<file path="config.mk">
export PLATFORM = sky130hd
export DESIGN_NAME = run_length_glyph_renderer_flat
export DESIGN_NICKNAME = d
export VERILOG_FILES = /design/src/sv/rlgr_pkg.sv /design/src/sv/rlgr_if.sv /design/src/sv/rlgr_divider.sv /design/src/sv/rlgr_ctrl.sv /design/src/sv/rlgr_datapath.sv /design/src/sv/run_length_glyph_renderer.sv /design/src/flat_wrapper.sv
export SDC_FILE = /design/constraint.sdc
export NUM_CORES = 2
export LEC_CHECK = 0
export BUFFER_PORTS_ARGS = -buffer_cell sky130_fd_sc_hd__buf_4
export CORE_ASPECT_RATIO = 1.5
export CORE_MARGIN = 2
export CORE_UTILIZATION = 45
export CTS_CLUSTER_SIZE = 28
export DETAILED_ROUTE_END_ITERATION = 10
export PLACE_DENSITY = 0.64
export SYNTH_ARGS = -nofsm -noshare
export SYNTH_HDL_FRONTEND = slang
export SYNTH_HIERARCHICAL = 1
export SYNTH_SLANG_ARGS = --single-unit
export TNS_END_PERCENT = 50
</file>
<file path="constraint.sdc">
create_clock -name clk -period 7.9 [get_ports clk]
set_clock_uncertainty 0.05 [all_clocks]
set_input_delay 1.58 -clock clk [delete_from_list [all_inputs] [get_ports clk]]
set_output_delay 1.58 -clock clk [all_outputs]
set_load 0.02 [all_outputs]
</file>
<file path="src/sv/rlgr_pkg.sv">
// ----------------------------------------------------------------------------
// rlgr_pkg
// Shared types and constants of the run-length glyph renderer.
// ----------------------------------------------------------------------------
`default_nettype none

package rlgr_pkg;

    // Field and register widths
    localparam int ADDR_W   = 22;
    localparam int DIM_W    = 11;
    localparam int PITCH_W  = 8;
    localparam int COLOR_W  = 24;
    localparam int CHAR_W   = 8;
    localparam int GLYPH_W  = 8;
    localparam int RUN_W    = 7;
    localparam int CFG_IDX_W = 2;
    localparam int DIV_CNT_W = $clog2(ADDR_W + 1);

    // Longest run piece that is rendered
    localparam logic [RUN_W-1:0] MAX_RUN = 7'd64;

    // Character codes
    localparam logic [CHAR_W-1:0] CHAR_SPACE   = 8'h20;
    localparam logic [CHAR_W-1:0] CHAR_TILDE   = 8'h7E;
    localparam logic [CHAR_W-1:0] CHAR_NEWLINE = 8'h0A;
    localparam logic [CHAR_W-1:0] CHAR_RETURN  = 8'h0D;
    localparam logic [CHAR_W-1:0] CHAR_TAB     = 8'h09;

    // Action codes
    localparam logic ACTION_CHAR = 1'b0;
    localparam logic ACTION_RUN  = 1'b1;

    // Configuration register indexes
    localparam logic [CFG_IDX_W-1:0] CFG_DISPLAY_WIDTH  = 2'd0;
    localparam logic [CFG_IDX_W-1:0] CFG_DISPLAY_HEIGHT = 2'd1;
    localparam logic [CFG_IDX_W-1:0] CFG_LINE_PITCH     = 2'd2;
    localparam logic [CFG_IDX_W-1:0] CFG_DRAW_COLOR     = 2'd3;

    // Configuration reset values
    localparam logic [DIM_W-1:0]   RST_DISPLAY_WIDTH  = 11'd240;
    localparam logic [DIM_W-1:0]   RST_DISPLAY_HEIGHT = 11'd240;
    localparam logic [PITCH_W-1:0] RST_LINE_PITCH     = 8'd16;
    localparam logic [COLOR_W-1:0] RST_DRAW_COLOR     = 24'd0;

    // Character classes
    typedef enum logic [2:0] {
        CC_INVALID,
        CC_SPACE,
        CC_TAB,
        CC_NEWLINE,
        CC_RETURN,
        CC_GLYPH
    } char_class_t;

    // Datapath operations issued by the controller
    typedef enum logic [3:0] {
        OP_NONE,
        OP_LOAD,
        OP_DEACTIVATE,
        OP_SPACE,
        OP_TAB,
        OP_DIV_CURSOR,
        OP_NEWLINE,
        OP_RETURN,
        OP_WRAP,
        OP_DIV_POS,
        OP_PLACE,
        OP_RUN_INIT,
        OP_RUN_STEP
    } dp_op_t;

    // Datapath status seen by the controller
    typedef struct packed {
        logic        is_run;
        char_class_t char_class;
        logic        size_ok;
        logic        div_busy;
        logic        glyph_active;
        logic        run_empty;
        logic        count_one;
        logic        draw_phase;
        logic        out_free;
    } dp_status_t;

endpackage

`default_nettype wire

</file>
<file path="src/sv/rlgr_if.sv">
// ----------------------------------------------------------------------------
// rlgr_if
// Valid/ready channels of the renderer: input items and pixel writes.
// ----------------------------------------------------------------------------
`default_nettype none

interface rlgr_item_if;
    logic       valid;
    logic       ready;
    logic       action;
    logic [7:0] char_code;
    logic [7:0] glyph_width;
    logic [7:0] glyph_height;
    logic [7:0] glyph_y_offset;
    logic [6:0] run_length;
    logic       run_continues;

    modport source (
        output valid, action, char_code, glyph_width, glyph_height,
               glyph_y_offset, run_length, run_continues,
        input  ready
    );
    modport sink (
        input  valid, action, char_code, glyph_width, glyph_height,
               glyph_y_offset, run_length, run_continues,
        output ready
    );
endinterface

interface rlgr_pixel_if;
    logic        valid;
    logic        ready;
    logic [21:0] pixel_address;
    logic [23:0] pixel_value;
    logic        last_of_run;

    modport source (
        output valid, pixel_address, pixel_value, last_of_run,
        input  ready
    );
    modport sink (
        input  valid, pixel_address, pixel_value, last_of_run,
        output ready
    );
endinterface

`default_nettype wire

</file>
<file path="src/sv/rlgr_divider.sv">
// ----------------------------------------------------------------------------
// rlgr_divider
// Restoring divider, one quotient bit per cycle: cursor or glyph position by screen width.
// ----------------------------------------------------------------------------
`default_nettype none

module rlgr_divider (
    input  wire logic                       clk,
    input  wire logic                       rst_n,
    input  wire logic                       start,
    input  wire logic [rlgr_pkg::ADDR_W-1:0] dividend,
    input  wire logic [rlgr_pkg::DIM_W-1:0]  divisor,
    output logic                            busy,
    output logic [rlgr_pkg::ADDR_W-1:0]     quotient,
    output logic [rlgr_pkg::DIM_W-1:0]      remainder
);
    import rlgr_pkg::*;

    logic                 busy_reg;
    logic [DIV_CNT_W-1:0] cnt_reg;
    logic [ADDR_W-1:0]    quo_reg;
    logic [DIM_W-1:0]     acc_reg;
    logic [DIM_W-1:0]     div_reg;

    logic [DIM_W:0]       trial;
    logic                 fits;

    // Shift the next dividend bit into the partial remainder
    assign trial = {acc_reg, quo_reg[ADDR_W-1]};
    assign fits  = trial >= {1'b0, div_reg};

    // Control: count the quotient bits
    always_ff @(posedge clk or negedge rst_n)
    begin
        if (!rst_n)
        begin
            busy_reg <= 1'b0;
            cnt_reg  <= '0;
        end
        else if (start)
        begin
            busy_reg <= 1'b1;
            cnt_reg  <= DIV_CNT_W'(ADDR_W);
        end
        else if (busy_reg)
        begin
            cnt_reg <= cnt_reg - 1'b1;
            if (cnt_reg == DIV_CNT_W'(1))
            begin
                busy_reg <= 1'b0;
            end
        end
    end

    // Datapath: subtract where the divisor fits
    always_ff @(posedge clk)
    begin
        if (start)
        begin
            quo_reg <= dividend;
            acc_reg <= '0;
            div_reg <= divisor;
        end
        else if (busy_reg)
        begin
            if (fits)
            begin
                acc_reg <= DIM_W'(trial - {1'b0, div_reg});
            end
            else
            begin
                acc_reg <= trial[DIM_W-1:0];
            end
            quo_reg <= {quo_reg[ADDR_W-2:0], fits};
        end
    end

    assign busy      = busy_reg;
    assign quotient  = quo_reg;
    assign remainder = acc_reg;

endmodule

`default_nettype wire

</file>
<file path="src/sv/rlgr_ctrl.sv">
// ----------------------------------------------------------------------------
// rlgr_ctrl
// Controller state machine: sequences each item through the datapath.
// ----------------------------------------------------------------------------
`default_nettype none

module rlgr_ctrl (
    input  wire logic                 clk,
    input  wire logic                 rst_n,
    input  wire logic                 item_valid,
    output logic                      item_ready,
    input  wire rlgr_pkg::dp_status_t status,
    output rlgr_pkg::dp_op_t          op
);
    import rlgr_pkg::*;

    typedef enum logic [3:0] {
        S_IDLE,
        S_DECODE,
        S_CLASS,
        S_WAIT_NL,
        S_WAIT_CR,
        S_WAIT_G1,
        S_DIV_POS,
        S_WAIT_G2,
        S_RUN
    } state_t;

    state_t state_reg;
    state_t state_next;

    // Hold state
    always_ff @(posedge clk or negedge rst_n)
    begin
        if (!rst_n)
        begin
            state_reg <= S_IDLE;
        end
        else
        begin
            state_reg <= state_next;
        end
    end

    // Decide next state and datapath operation
    always_comb
    begin
        state_next = state_reg;
        op         = OP_NONE;
        case (state_reg)
            S_IDLE:
            begin
                if (item_valid)
                begin
                    op         = OP_LOAD;
                    state_next = S_DECODE;
                end
            end
            S_DECODE:
            begin
                if (status.is_run)
                begin
                    state_next = S_IDLE;
                    if (status.glyph_active)
                    begin
                        op = OP_RUN_INIT;
                        if (!status.run_empty)
                        begin
                            state_next = S_RUN;
                        end
                    end
                end
                else
                begin
                    op         = OP_DEACTIVATE;
                    state_next = S_CLASS;
                end
            end
            S_CLASS:
            begin
                state_next = S_IDLE;
                if (status.size_ok)
                begin
                    case (status.char_class)
                        CC_SPACE:   op = OP_SPACE;
                        CC_TAB:     op = OP_TAB;
                        CC_NEWLINE:
                        begin
                            op         = OP_DIV_CURSOR;
                            state_next = S_WAIT_NL;
                        end
                        CC_RETURN:
                        begin
                            op         = OP_DIV_CURSOR;
                            state_next = S_WAIT_CR;
                        end
                        CC_GLYPH:
                        begin
                            op         = OP_DIV_CURSOR;
                            state_next = S_WAIT_G1;
                        end
                        default:    op = OP_NONE;
                    endcase
                end
            end
            S_WAIT_NL:
            begin
                if (!status.div_busy)
                begin
                    op         = OP_NEWLINE;
                    state_next = S_IDLE;
                end
            end
            S_WAIT_CR:
            begin
                if (!status.div_busy)
                begin
                    op         = OP_RETURN;
                    state_next = S_IDLE;
                end
            end
            S_WAIT_G1:
            begin
                if (!status.div_busy)
                begin
                    op         = OP_WRAP;
                    state_next = S_DIV_POS;
                end
            end
            S_DIV_POS:
            begin
                op         = OP_DIV_POS;
                state_next = S_WAIT_G2;
            end
            S_WAIT_G2:
            begin
                if (!status.div_busy)
                begin
                    op         = OP_PLACE;
                    state_next = S_IDLE;
                end
            end
            S_RUN:
            begin
                // Advance one pixel; drawn pixels wait for a free output register
                if (!status.draw_phase || status.out_free)
                begin
                    op = OP_RUN_STEP;
                    if (status.count_one)
                    begin
                        state_next = S_IDLE;
                    end
                end
            end
            default:
            begin
                state_next = S_IDLE;
            end
        endcase
    end

    assign item_ready = (state_reg == S_IDLE);

endmodule

`default_nettype wire

</file>
<file path="src/sv/rlgr_datapath.sv">
// ----------------------------------------------------------------------------
// rlgr_datapath
// Configuration, cursor and glyph state, pixel address generation and the
// output register.
// ----------------------------------------------------------------------------
`default_nettype none

module rlgr_datapath #(
    parameter int TAB_WIDTH = 4
) (
    input  wire logic                          clk,
    input  wire logic                          rst_n,
    input  wire logic                          cfg_write,
    input  wire logic [rlgr_pkg::CFG_IDX_W-1:0] cfg_index,
    input  wire logic [rlgr_pkg::COLOR_W-1:0]   cfg_data,
    input  wire logic                          action,
    input  wire logic [rlgr_pkg::CHAR_W-1:0]    char_code,
    input  wire logic [rlgr_pkg::GLYPH_W-1:0]   glyph_width,
    input  wire logic [rlgr_pkg::GLYPH_W-1:0]   glyph_height,
    input  wire logic [rlgr_pkg::GLYPH_W-1:0]   glyph_y_offset,
    input  wire logic [rlgr_pkg::RUN_W-1:0]     run_length,
    input  wire logic                          run_continues,
    input  wire rlgr_pkg::dp_op_t              op,
    output rlgr_pkg::dp_status_t               status,
    output logic                               out_valid,
    input  wire logic                          out_ready,
    output logic [rlgr_pkg::ADDR_W-1:0]         pixel_address,
    output logic [rlgr_pkg::COLOR_W-1:0]        pixel_value,
    output logic                               last_of_run
);
    import rlgr_pkg::*;

    localparam int TAB_BITS = $clog2(TAB_WIDTH + 1);
    localparam int TAB_ADV_W = GLYPH_W + TAB_BITS;
    localparam logic [TAB_BITS-1:0] TAB_MULT = TAB_BITS'(TAB_WIDTH);

    // Configuration registers
    logic [DIM_W-1:0]   width_reg;
    logic [DIM_W-1:0]   height_reg;
    logic [PITCH_W-1:0] pitch_reg;
    logic [COLOR_W-1:0] color_reg;

    // Latched item fields
    logic               action_reg;
    logic [CHAR_W-1:0]  char_reg;
    logic [GLYPH_W-1:0] gw_reg;
    logic [GLYPH_W-1:0] gh_reg;
    logic [GLYPH_W-1:0] yoff_reg;
    logic [RUN_W-1:0]   len_reg;
    logic               cont_reg;

    // Products of latched fields and configuration
    logic [2*GLYPH_W-1:0]     glyph_area_reg;
    logic [2*DIM_W-1:0]       screen_area_reg;
    logic [TAB_ADV_W-1:0]     tab_adv_reg;
    logic [DIM_W+PITCH_W-1:0] pitch_w_reg;
    logic [DIM_W+GLYPH_W-1:0] yoff_w_reg;

    // Render state
    logic [ADDR_W-1:0]  cursor_reg;
    logic [ADDR_W-1:0]  base_reg;
    logic [GLYPH_W-1:0] fill_reg;
    logic [GLYPH_W-1:0] rowlen_reg;
    logic               phase_reg;
    logic               active_reg;
    logic               started_reg;
    logic [ADDR_W-1:0]  pos_reg;
    logic [RUN_W-1:0]   count_reg;

    // Output register
    logic               out_valid_reg;
    logic [ADDR_W-1:0]  addr_reg;
    logic [COLOR_W-1:0] value_reg;
    logic               last_reg;

    // Combinational helpers
    logic [DIM_W-1:0]     w_eff;
    char_class_t          char_class;
    logic                 div_start;
    logic                 div_busy;
    logic [ADDR_W-1:0]    div_q;
    logic [DIM_W-1:0]     div_r;
    logic [ADDR_W-1:0]    nl_sum;
    logic [ADDR_W+DIM_W-1:0] nl_prod;
    logic                 wrap_h;
    logic [ADDR_W-1:0]    wrap_pos;
    logic                 wrap_v;
    logic [GLYPH_W:0]     fill_inc;
    logic                 out_free;

    // A zero screen width counts as one
    assign w_eff = (width_reg == '0) ? DIM_W'(1) : width_reg;

    // Classify the latched character
    always_comb
    begin
        if (char_reg == CHAR_SPACE)
        begin
            char_class = CC_SPACE;
        end
        else if (char_reg == CHAR_TAB)
        begin
            char_class = CC_TAB;
        end
        else if (char_reg == CHAR_NEWLINE)
        begin
            char_class = CC_NEWLINE;
        end
        else if (char_reg == CHAR_RETURN)
        begin
            char_class = CC_RETURN;
        end
        else if (char_reg > CHAR_SPACE && char_reg <= CHAR_TILDE)
        begin
            char_class = CC_GLYPH;
        end
        else
        begin
            char_class = CC_INVALID;
        end
    end

    // Shared divider: row and column of the cursor or of a wrapped position
    assign div_start = (op == OP_DIV_CURSOR) || (op == OP_DIV_POS);

    rlgr_divider u_div (
        .clk       (clk),
        .rst_n     (rst_n),
        .start     (div_start),
        .dividend  ((op == OP_DIV_POS) ? pos_reg : cursor_reg),
        .divisor   (w_eff),
        .busy      (div_busy),
        .quotient  (div_q),
        .remainder (div_r)
    );

    // Newline: first column of the row line_pitch rows down
    assign nl_sum  = div_q + ADDR_W'(pitch_reg);
    assign nl_prod = (ADDR_W+DIM_W)'(nl_sum) * (ADDR_W+DIM_W)'(w_eff);

    // Glyph placement: horizontal wrap, then vertical wrap
    assign wrap_h   = ({1'b0, div_r} + (DIM_W+1)'(gw_reg)) > {1'b0, w_eff};
    assign wrap_pos = cursor_reg + ADDR_W'(w_eff - div_r) + ADDR_W'(pitch_w_reg);
    assign wrap_v   = ({1'b0, div_q} + (ADDR_W+1)'(gh_reg)) > (ADDR_W+1)'(height_reg);

    // Next column within the glyph row
    assign fill_inc = {1'b0, fill_reg} + 1'b1;

    assign out_free = !out_valid_reg || out_ready;

    // Write configuration registers
    always_ff @(posedge clk or negedge rst_n)
    begin
        if (!rst_n)
        begin
            width_reg  <= RST_DISPLAY_WIDTH;
            height_reg <= RST_DISPLAY_HEIGHT;
            pitch_reg  <= RST_LINE_PITCH;
            color_reg  <= RST_DRAW_COLOR;
        end
        else if (cfg_write)
        begin
            case (cfg_index)
                CFG_DISPLAY_WIDTH:  width_reg  <= cfg_data[DIM_W-1:0];
                CFG_DISPLAY_HEIGHT: height_reg <= cfg_data[DIM_W-1:0];
                CFG_LINE_PITCH:     pitch_reg  <= cfg_data[PITCH_W-1:0];
                CFG_DRAW_COLOR:     color_reg  <= cfg_data;
                default:            color_reg  <= color_reg;
            endcase
        end
    end

    // Latch item fields on transfer and form products
    always_ff @(posedge clk)
    begin
        if (op == OP_LOAD)
        begin
            action_reg <= action;
            char_reg   <= char_code;
            gw_reg     <= glyph_width;
            gh_reg     <= glyph_height;
            yoff_reg   <= glyph_y_offset;
            len_reg    <= run_length;
            cont_reg   <= run_continues;
        end
        glyph_area_reg  <= gw_reg * gh_reg;
        screen_area_reg <= w_eff * height_reg;
        tab_adv_reg     <= TAB_ADV_W'(gw_reg) * TAB_ADV_W'(TAB_MULT);
        pitch_w_reg     <= (DIM_W+PITCH_W)'(w_eff) * (DIM_W+PITCH_W)'(pitch_reg);
        yoff_w_reg      <= (DIM_W+GLYPH_W)'(w_eff) * (DIM_W+GLYPH_W)'(yoff_reg);
    end

    // Update cursor and glyph state
    always_ff @(posedge clk or negedge rst_n)
    begin
        if (!rst_n)
        begin
            cursor_reg  <= '0;
            base_reg    <= '0;
            fill_reg    <= '0;
            rowlen_reg  <= '0;
            phase_reg   <= 1'b0;
            active_reg  <= 1'b0;
            started_reg <= 1'b0;
            pos_reg     <= '0;
            count_reg   <= '0;
        end
        else
        begin
            case (op)
                OP_DEACTIVATE:
                begin
                    active_reg <= 1'b0;
                end
                OP_SPACE:
                begin
                    cursor_reg <= cursor_reg + ADDR_W'(gw_reg);
                end
                OP_TAB:
                begin
                    cursor_reg <= cursor_reg + ADDR_W'(tab_adv_reg);
                end
                OP_NEWLINE:
                begin
                    cursor_reg <= nl_prod[ADDR_W-1:0];
                end
                OP_RETURN:
                begin
                    cursor_reg <= cursor_reg - ADDR_W'(div_r);
                end
                OP_WRAP:
                begin
                    pos_reg <= wrap_h ? wrap_pos : cursor_reg;
                end
                OP_PLACE:
                begin
                    base_reg    <= (wrap_v ? '0 : pos_reg) + ADDR_W'(yoff_w_reg);
                    fill_reg    <= '0;
                    rowlen_reg  <= gw_reg;
                    phase_reg   <= 1'b0;
                    started_reg <= 1'b0;
                    active_reg  <= 1'b1;
                    cursor_reg  <= cursor_reg + ADDR_W'(gw_reg);
                end
                OP_RUN_INIT:
                begin
                    // Toggle parity only between separate runs
                    if (started_reg && !cont_reg)
                    begin
                        phase_reg <= !phase_reg;
                    end
                    started_reg <= 1'b1;
                    count_reg   <= (len_reg > MAX_RUN) ? MAX_RUN : len_reg;
                end
                OP_RUN_STEP:
                begin
                    count_reg <= count_reg - 1'b1;
                    if (fill_inc >= {1'b0, rowlen_reg})
                    begin
                        fill_reg <= '0;
                        base_reg <= base_reg + ADDR_W'(w_eff);
                    end
                    else
                    begin
                        fill_reg <= fill_inc[GLYPH_W-1:0];
                    end
                end
                default:
                begin
                    count_reg <= count_reg;
                end
            endcase
        end
    end

    // Hold the pixel until transfer
    always_ff @(posedge clk or negedge rst_n)
    begin
        if (!rst_n)
        begin
            out_valid_reg <= 1'b0;
        end
        else if (op == OP_RUN_STEP && phase_reg)
        begin
            out_valid_reg <= 1'b1;
        end
        else if (out_ready)
        begin
            out_valid_reg <= 1'b0;
        end
    end

    always_ff @(posedge clk)
    begin
        if (op == OP_RUN_STEP && phase_reg)
        begin
            addr_reg  <= base_reg + ADDR_W'(fill_reg);
            value_reg <= color_reg;
            last_reg  <= (count_reg == RUN_W'(1));
        end
    end

    // Report status
    always_comb
    begin
        status.is_run       = (action_reg == ACTION_RUN);
        status.char_class   = char_class;
        status.size_ok      = (ADDR_W'(glyph_area_reg) < ADDR_W'(screen_area_reg));
        status.div_busy     = div_busy;
        status.glyph_active = active_reg;
        status.run_empty    = (len_reg == '0);
        status.count_one    = (count_reg == RUN_W'(1));
        status.draw_phase   = phase_reg;
        status.out_free     = out_free;
    end

    assign out_valid     = out_valid_reg;
    assign pixel_address = addr_reg;
    assign pixel_value   = value_reg;
    assign last_of_run   = last_reg;

endmodule

`default_nettype wire

</file>
<file path="src/sv/run_length_glyph_renderer.sv">
// ----------------------------------------------------------------------------
// run_length_glyph_renderer
// Renders run-length encoded glyphs into framebuffer pixel writes.
// ----------------------------------------------------------------------------
// The block takes one item at a time. A run item steps through its piece (at
// most 64 pixels) pixel by pixel, drawn pixels also waiting on the pixel
// channel. Space, tab and ignored characters need no division; newline and
// carriage return wait for the one-bit-per-cycle divider that finds the
// cursor's row and column, and a printable glyph waits for it twice (two
// divisions per glyph: the cursor, then the wrapped position). The last pixel
// of a run may still wait in the output register while the next item is
// taken.
`default_nettype none

module run_length_glyph_renderer #(
    parameter int TAB_WIDTH = 4
) (
    input  wire logic                          clk,
    input  wire logic                          rst_n,
    input  wire logic                          cfg_write,
    input  wire logic [rlgr_pkg::CFG_IDX_W-1:0] cfg_index,
    input  wire logic [rlgr_pkg::COLOR_W-1:0]   cfg_data,
    rlgr_item_if.sink                          item,
    rlgr_pixel_if.source                       pixel
);
    import rlgr_pkg::*;

    dp_op_t     op;
    dp_status_t status;
    logic       item_ready;

    // Sequence items
    rlgr_ctrl u_ctrl (
        .clk        (clk),
        .rst_n      (rst_n),
        .item_valid (item.valid),
        .item_ready (item_ready),
        .status     (status),
        .op         (op)
    );

    // Compute cursor, glyph box and pixel writes
    rlgr_datapath #(
        .TAB_WIDTH (TAB_WIDTH)
    ) u_dp (
        .clk            (clk),
        .rst_n          (rst_n),
        .cfg_write      (cfg_write),
        .cfg_index      (cfg_index),
        .cfg_data       (cfg_data),
        .action         (item.action),
        .char_code      (item.char_code),
        .glyph_width    (item.glyph_width),
        .glyph_height   (item.glyph_height),
        .glyph_y_offset (item.glyph_y_offset),
        .run_length     (item.run_length),
        .run_continues  (item.run_continues),
        .op             (op),
        .status         (status),
        .out_valid      (pixel.valid),
        .out_ready      (pixel.ready),
        .pixel_address  (pixel.pixel_address),
        .pixel_value    (pixel.pixel_value),
        .last_of_run    (pixel.last_of_run)
    );

    assign item.ready = item_ready;

endmodule

`default_nettype wire

</file>
<file path="src/flat_wrapper.sv">
// flat-port wrapper written by rule: the top's interface ports become plain ports
module run_length_glyph_renderer_flat import rlgr_pkg::*;
#(
    parameter int TAB_WIDTH = 4
)
  (clk, rst_n, cfg_write, cfg_index, cfg_data, item_valid, item_action, item_char_code, item_glyph_width, item_glyph_height, item_glyph_y_offset, item_run_length, item_run_continues, item_ready, pixel_valid, pixel_pixel_address, pixel_pixel_value, pixel_last_of_run, pixel_ready);
  rlgr_item_if item_i ();
  rlgr_pixel_if pixel_i ();
  input  wire logic clk;
  input  wire logic rst_n;
  input  wire logic cfg_write;
  input  wire logic [rlgr_pkg::CFG_IDX_W-1:0] cfg_index;
  input  wire logic [rlgr_pkg::COLOR_W-1:0] cfg_data;
  input wire logic [$bits(item_i.valid)-1:0] item_valid;
  input wire logic [$bits(item_i.action)-1:0] item_action;
  input wire logic [$bits(item_i.char_code)-1:0] item_char_code;
  input wire logic [$bits(item_i.glyph_width)-1:0] item_glyph_width;
  input wire logic [$bits(item_i.glyph_height)-1:0] item_glyph_height;
  input wire logic [$bits(item_i.glyph_y_offset)-1:0] item_glyph_y_offset;
  input wire logic [$bits(item_i.run_length)-1:0] item_run_length;
  input wire logic [$bits(item_i.run_continues)-1:0] item_run_continues;
  output wire logic [$bits(item_i.ready)-1:0] item_ready;
  output wire logic [$bits(pixel_i.valid)-1:0] pixel_valid;
  output wire logic [$bits(pixel_i.pixel_address)-1:0] pixel_pixel_address;
  output wire logic [$bits(pixel_i.pixel_value)-1:0] pixel_pixel_value;
  output wire logic [$bits(pixel_i.last_of_run)-1:0] pixel_last_of_run;
  input wire logic [$bits(pixel_i.ready)-1:0] pixel_ready;
  assign item_i.valid = item_valid;
  assign item_i.action = item_action;
  assign item_i.char_code = item_char_code;
  assign item_i.glyph_width = item_glyph_width;
  assign item_i.glyph_height = item_glyph_height;
  assign item_i.glyph_y_offset = item_glyph_y_offset;
  assign item_i.run_length = item_run_length;
  assign item_i.run_continues = item_run_continues;
  assign item_ready = item_i.ready;
  assign pixel_valid = pixel_i.valid;
  assign pixel_pixel_address = pixel_i.pixel_address;
  assign pixel_pixel_value = pixel_i.pixel_value;
  assign pixel_last_of_run = pixel_i.last_of_run;
  assign pixel_i.ready = pixel_ready;
  run_length_glyph_renderer #(.TAB_WIDTH(TAB_WIDTH)) u_core (.clk(clk), .rst_n(rst_n), .cfg_write(cfg_write), .cfg_index(cfg_index), .cfg_data(cfg_data), .item(item_i), .pixel(pixel_i));
endmodule
</file>
Word level (Yosys, flattened, before mapping). Index checks and enable logic that the tools add are counted.

Bits of input ports: 72. Register bits after elaboration: 373. Word-level logic and storage cells: 187.

Equality and inequality tests: 41. Multipliers: 5. Order comparisons: 8. Reductions and logical operators: 30. Mux-type cells: 52. Add/sub/neg operators: 16.

Operators by type and width (count): $mux W22 (6); $pmux W22 S4 (1); $add A22 B8 Y22 (3); $mux W4 (13); $add A22 B19 Y22 (2); $pmux W22 S2 (1); $mul A11 B8 Y19 (2); $pmux W4 S9 (1); $eq A4 B3 Y1 const B (8); $pmux W4 S7 (1); $mux W3 (9); $eq A4 B4 Y1 const B (6); $eq A8 B4 Y1 const B (3); $add A22 B8 Y23 (1); $gt A23 B11 Y1 (1); $add A22 B10 Y22 (1); $add A22 B11 Y22 (1); $add A22 B22 Y22 (1); $lt A16 B22 Y1 (1); $mul A11 B11 Y22 (1); $mul A22 B11 Y22 (1); $mux W11 (2); $sub A22 B11 Y22 (1); $pmux W3 S3 (2); other kinds (45) (83).

Logic depth before layout (Yosys ltp).
Depth after elaboration: 15. Depth in mapped cells: 34. Mapped depth without buffers: 34.

Hierarchy. Netlist, hierarchy kept.

Modules (own cells, without submodules): rlgr_datapath (area each 35987.0 µm², instances 1, cells each 3991); rlgr_divider (area each 2758.9 µm², instances 1, cells each 243); rlgr_ctrl (area each 533.0 µm², instances 1, cells each 65).

Least setup slack after synthesis. Ideal clock, no wire load.

Kind: reg2reg. From: reg u_core.u_dp.u_div.quo_reg[0] (netlist: u_core/u_dp/u_div/quotient[0]). To: reg u_core.u_dp.cursor_reg[20]. Clock period less this slack: 6948 ps. Path buffers: 1. Path slack: 952 ps. Arrival time: 6812 ps. Stages on the path, launching flop included: 27. Required time: 7763 ps. Cell sequence: edfxtp_1 > ha_1 > fa_1 > a211oi_2 > o21ai_0 > a21oi_1 > xnor2_1 > clkbuf_1 > nand2_1 > fa_1 > fa_1 > fa_1 > inv_1 > fa_1 > inv_1 > fa_1 > inv_1 > ha_1 > nor2_1 > or2_2 > nor3_1 > o32a_1 > a31oi_1 > o21ai_1 > a21oi_1 > or4b_2 > o211ai_1.

Longest elaborated chain between the ends: 3.

RTL lines: start: declaration (line rlgr_divider.sv:21) `logic [ADDR_W-1:0] quo_reg;`; start signal: assignment (line rlgr_divider.sv:60) `quo_reg <= dividend;`; start signal: assignment (line rlgr_divider.sv:74) `quo_reg <= {quo_reg[ADDR_W-2:0], fits};`; $add A22 B8 Y22 (line rlgr_datapath.sv:138) `assign nl_sum = div_q + ADDR_W'(pitch_reg);`; $mul A22 B11 Y22 (line rlgr_datapath.sv:139) `assign nl_prod = (ADDR_W+DIM_W)'(nl_sum) * (ADDR_W+DIM_W)'(w_eff);`; $pmux W22 S4 (line rlgr_datapath.sv:210) `case (op)`; end signal: assignment (line rlgr_datapath.sv:217) `cursor_reg <= cursor_reg + ADDR_W'(gw_reg);`; end signal: assignment (line rlgr_datapath.sv:221) `cursor_reg <= cursor_reg + ADDR_W'(tab_adv_reg);`; end signal: assignment (line rlgr_datapath.sv:225) `cursor_reg <= nl_prod[ADDR_W-1:0];`; end: declaration (line rlgr_datapath.sv:60) `logic [ADDR_W-1:0] cursor_reg;`.

No other way between the ends. A chain may end at the register's enable or synchronous reset.

Final worst setup path. Same ends and word-level chain as after synthesis.

==> flow_summary.ini <==
[placement]
io_buffer_count = 120
gp_congestion = 0.959
place_hpwl_um = 93100
placement.cell_area_mm2 = 0.0415

[synth]
syn_avg_cell_area_um2 = 9.14
async_flop_share_pct = 42.1
post_synth_fa_ha_maj_area_fraction_pct = 32.3
mux_contribution_to_synthesized_area_pct = 2.64
synth_xor_area_share_pct = 5.50
synth_sequential_area_ratio_pct = 24.1
synth-edff-count = 121
yosys_most_used_dff = dfrtp_1
synth_compound_area_share_pct = 11.4
syn_inst = 4299
synthDistinctLibCells = 111
synth_nets = 5155
yosys.area_share.simple_pct = 16.3
synth-seq-cells = 373
synth_top_family_by_area = adder cells
syn-cell-area_mm2 = 0.0393
synth-warning-count = 6

[hold_path]
min_path_cells = 0
hold_path.startpoint = u_core/u_dp/color_reg[20]$_DFFE_PN0P_
holdPathEnd = u_core/u_dp/pixel_value[20]$_DFFE_PP_
worstHoldPathType = reg2reg

[cts]
clk_path_buf_depth = 3
tritoncts = done
clock_insertion_delay_worst_skew_ns = 0.62
post_cts_setup_repair_bufs = 0
clock_sink_count = 373
clock_tree.root_cell = clkbuf_16
post_cts_resized = 0
cts-buffers-inserted = 42
reg_clk_slew_reported_paths_ns = 0.07
cts-htree-levels = 2
post_cts_hold_buffer_count = 0

[floorplanning]
core_region_area_mm2 = 0.0864
fp-row-count = 132
floorplan.die.height_um = 366
floorplan.initialDensity_pct = 45.5
die_w_um = 245
dieArea_mm2 = 0.0897
boundaryPins = 121

[critical_path]
worst_endpoint_required_time_ns = 8.36
critPathKind = reg2reg
worstRegToRegCells = 26
regToRegSetupSlack_ns = 0.48
cpMostUsedCell = fa_1
cpPeakStageDelay_ns = 0.62
critical_path.startpoint_type = flip-flop
crit_fanout = 7
rr_endpoint = u_core/u_dp/cursor_reg[20]$_DFFE_PN0P_
timing.critical_path.arrival_ns = 7.89
worstReg2RegStart = u_core/u_dp/u_div/quotient[0]$_DFFE_PP_
end_kind = flip-flop
slowest_stage = or4b_2

[global_routing]
grt_max_degree = 73
grt_pass1_vias = 31834
globalRoute.totalOverflow = 0
antenna_violations_before_repair = 4
groute.usage.overall_pct = 26.7
wire_length_of_the_first_global_routing_pass_um = 183000

[flow_run]
cap_violations = 0

[route]
postRouteAntennaNets = 0
post_drt_wl_per_cell_um = 21.4
drtPass1Iterations = 7
route.detailed.vias_per_inst = 5.54
wl_um = 119000
dr_total_vias = 30717
drtIter0Drc = 1986
post-route-drc-count = 0

[timing]
timing.final.crit_share_pct = 94.0
maximum_clock_frequency_mhz = 135
final_max_slew_viol_count = 0
final-hold-violation-count = 0
fin_tns_setup_ns = 0
rsz0062_at_grt = no
slew_headroom_pct = 30.4
worstMarginPinSlew_ns = 1.04
finalSetupViolCount = 0
timing.final.crit_period_ns = 7.42

[finish]
postLayoutCoreUtil_pct = 49.8
layout.area.seq_mm2 = 0.00948
nNetsFinal = 5223
final_area_mm2 = 0.0430
mostFrequentLayoutCells = 617 x inv_1, 448 x nand2_1, 401 x ha_1, 383 x fa_1, 286 x nor2_1
area_growth_syn_to_layout_pct = 9.43
mostFrequentLayoutCell = inv_1
number_of_fill_cells = 8207
fraction_of_final_layout_cells_sized_beyond_drive_strength_1_pct = 9.70
multi_input_comb_area_mm2 = 0.0268

[run_status]
run_status = complete, no violations
-- how the worst max path moves through the flow --
stage / from / end / slack [ns] / cells after the start
global placement: u_core/u_dp/u_div/quotient[0]$_DFFE_PP_ / u_core/u_dp/cursor_reg[21]$_DFFE_PN0P_ / 0.49 / 27
detailed placement: u_core/u_dp/u_div/quotient[0]$_DFFE_PP_ / u_core/u_dp/cursor_reg[20]$_DFFE_PN0P_ / 0.41 / 26
floorplan: u_core/u_dp/u_div/quotient[0]$_DFFE_PP_ / u_core/u_dp/cursor_reg[20]$_DFFE_PN0P_ / 0.95 / 26
CTS: u_core/u_dp/u_div/quotient[0]$_DFFE_PP_ / u_core/u_dp/cursor_reg[20]$_DFFE_PN0P_ / 0.36 / 26
finish: u_core/u_dp/u_div/quotient[0]$_DFFE_PP_ / u_core/u_dp/cursor_reg[20]$_DFFE_PN0P_ / 0.48 / 26
global route: u_core/u_dp/u_div/quotient[0]$_DFFE_PP_ / u_core/u_dp/cursor_reg[21]$_DFFE_PN0P_ / 0.07 / 28
-- final cells by class --
cell class / count / share of cell area [%]
Antenna cell: 4 / 0.0233
Clock buffer: 57 / 2.84
Clock inverter: 21 / 0.530
Inverter: 625 / 5.46
Multi-Input combinational cell: 3129 / 62.4
Sequential cell: 373 / 22.1
Tap cell: 1139 / 3.32
Timing Repair Buffer: 196 / 3.43
-- worst max-delay path: cells and delay by family, from the launching register on --
family | cells | cell delay [ns]
buffers and inverters | 4 | 0.37
flip-flops | 1 | 0.43
AO/OA/AOI/OAI | 8 | 1.49
AND/OR/NAND/NOR | 5 | 1.26
adder cells (fa/ha/maj) | 8 | 3.41
XOR/XNOR | 1 | 0.26
-- layer usage --
metal,wire [µm],GRT usage (%),up-vias
met4,8290,16.5,4
met3,5890,3.52,308
met5,26,0,-
li1,-,-,14245
met2,60300,47.7,880
met1,44300,30.0,15280
-- through the flow --
| stage | instances | hold slack, ns | setup WS [ns] |
|---|---|---|---|
| global route | 5540 | 0.398 | 0.0706 |
| floorplan | 4299 | 0.325 | 0.952 |
| global placement | 5462 | 0.373 | 0.490 |
| detailed placement | 5462 | 0.377 | 0.408 |
| CTS | 5540 | 0.388 | 0.361 |
| finish | 5544 | 0.387 | 0.477 |
-- cell families after synthesis --
| kind of cell | after synthesis |
|---|---|
| and+or+nand+nor | 1313 |
| buffers and inverters | 797 |
| adders and majority gates | 785 |
| AOI/OAI and AO/OA | 698 |
| DFF | 373 |
| xor gates and xnor gates | 240 |
| muxes | 93 |
-- synth_stat cells (16+ instances only) --
library cell	instances	area share, %
nand2b_1	44	0.70
o21ai_0	178	2.3
xnor2_1	179	4.0
nor2_1	287	2.7
nor3_1	51	0.65
mux2_2	78	2.2
o21a_1	30	0.57
ha_1	401	13
and3_1	24	0.38
clkbuf_1	144	1.4
nand4_1	22	0.35
dfxtp_1	95	4.8
a21oi_1	195	2.5
nand3_1	64	0.82
a31oi_1	22	0.35
xor2_1	55	1.2
a211oi_1	16	0.31
fa_1	383	20
and2_1	239	3.8
edfxtp_1	121	9.3
nor2b_1	50	0.80
nand2_1	448	4.3
dfrtp_1	148	9.4
a21o_1	58	1.1
inv_1	618	5.9
Power is left out: the tool's default activity adds up to more than one toggle a clock period on the data nets, which glitch-free logic cannot reach.
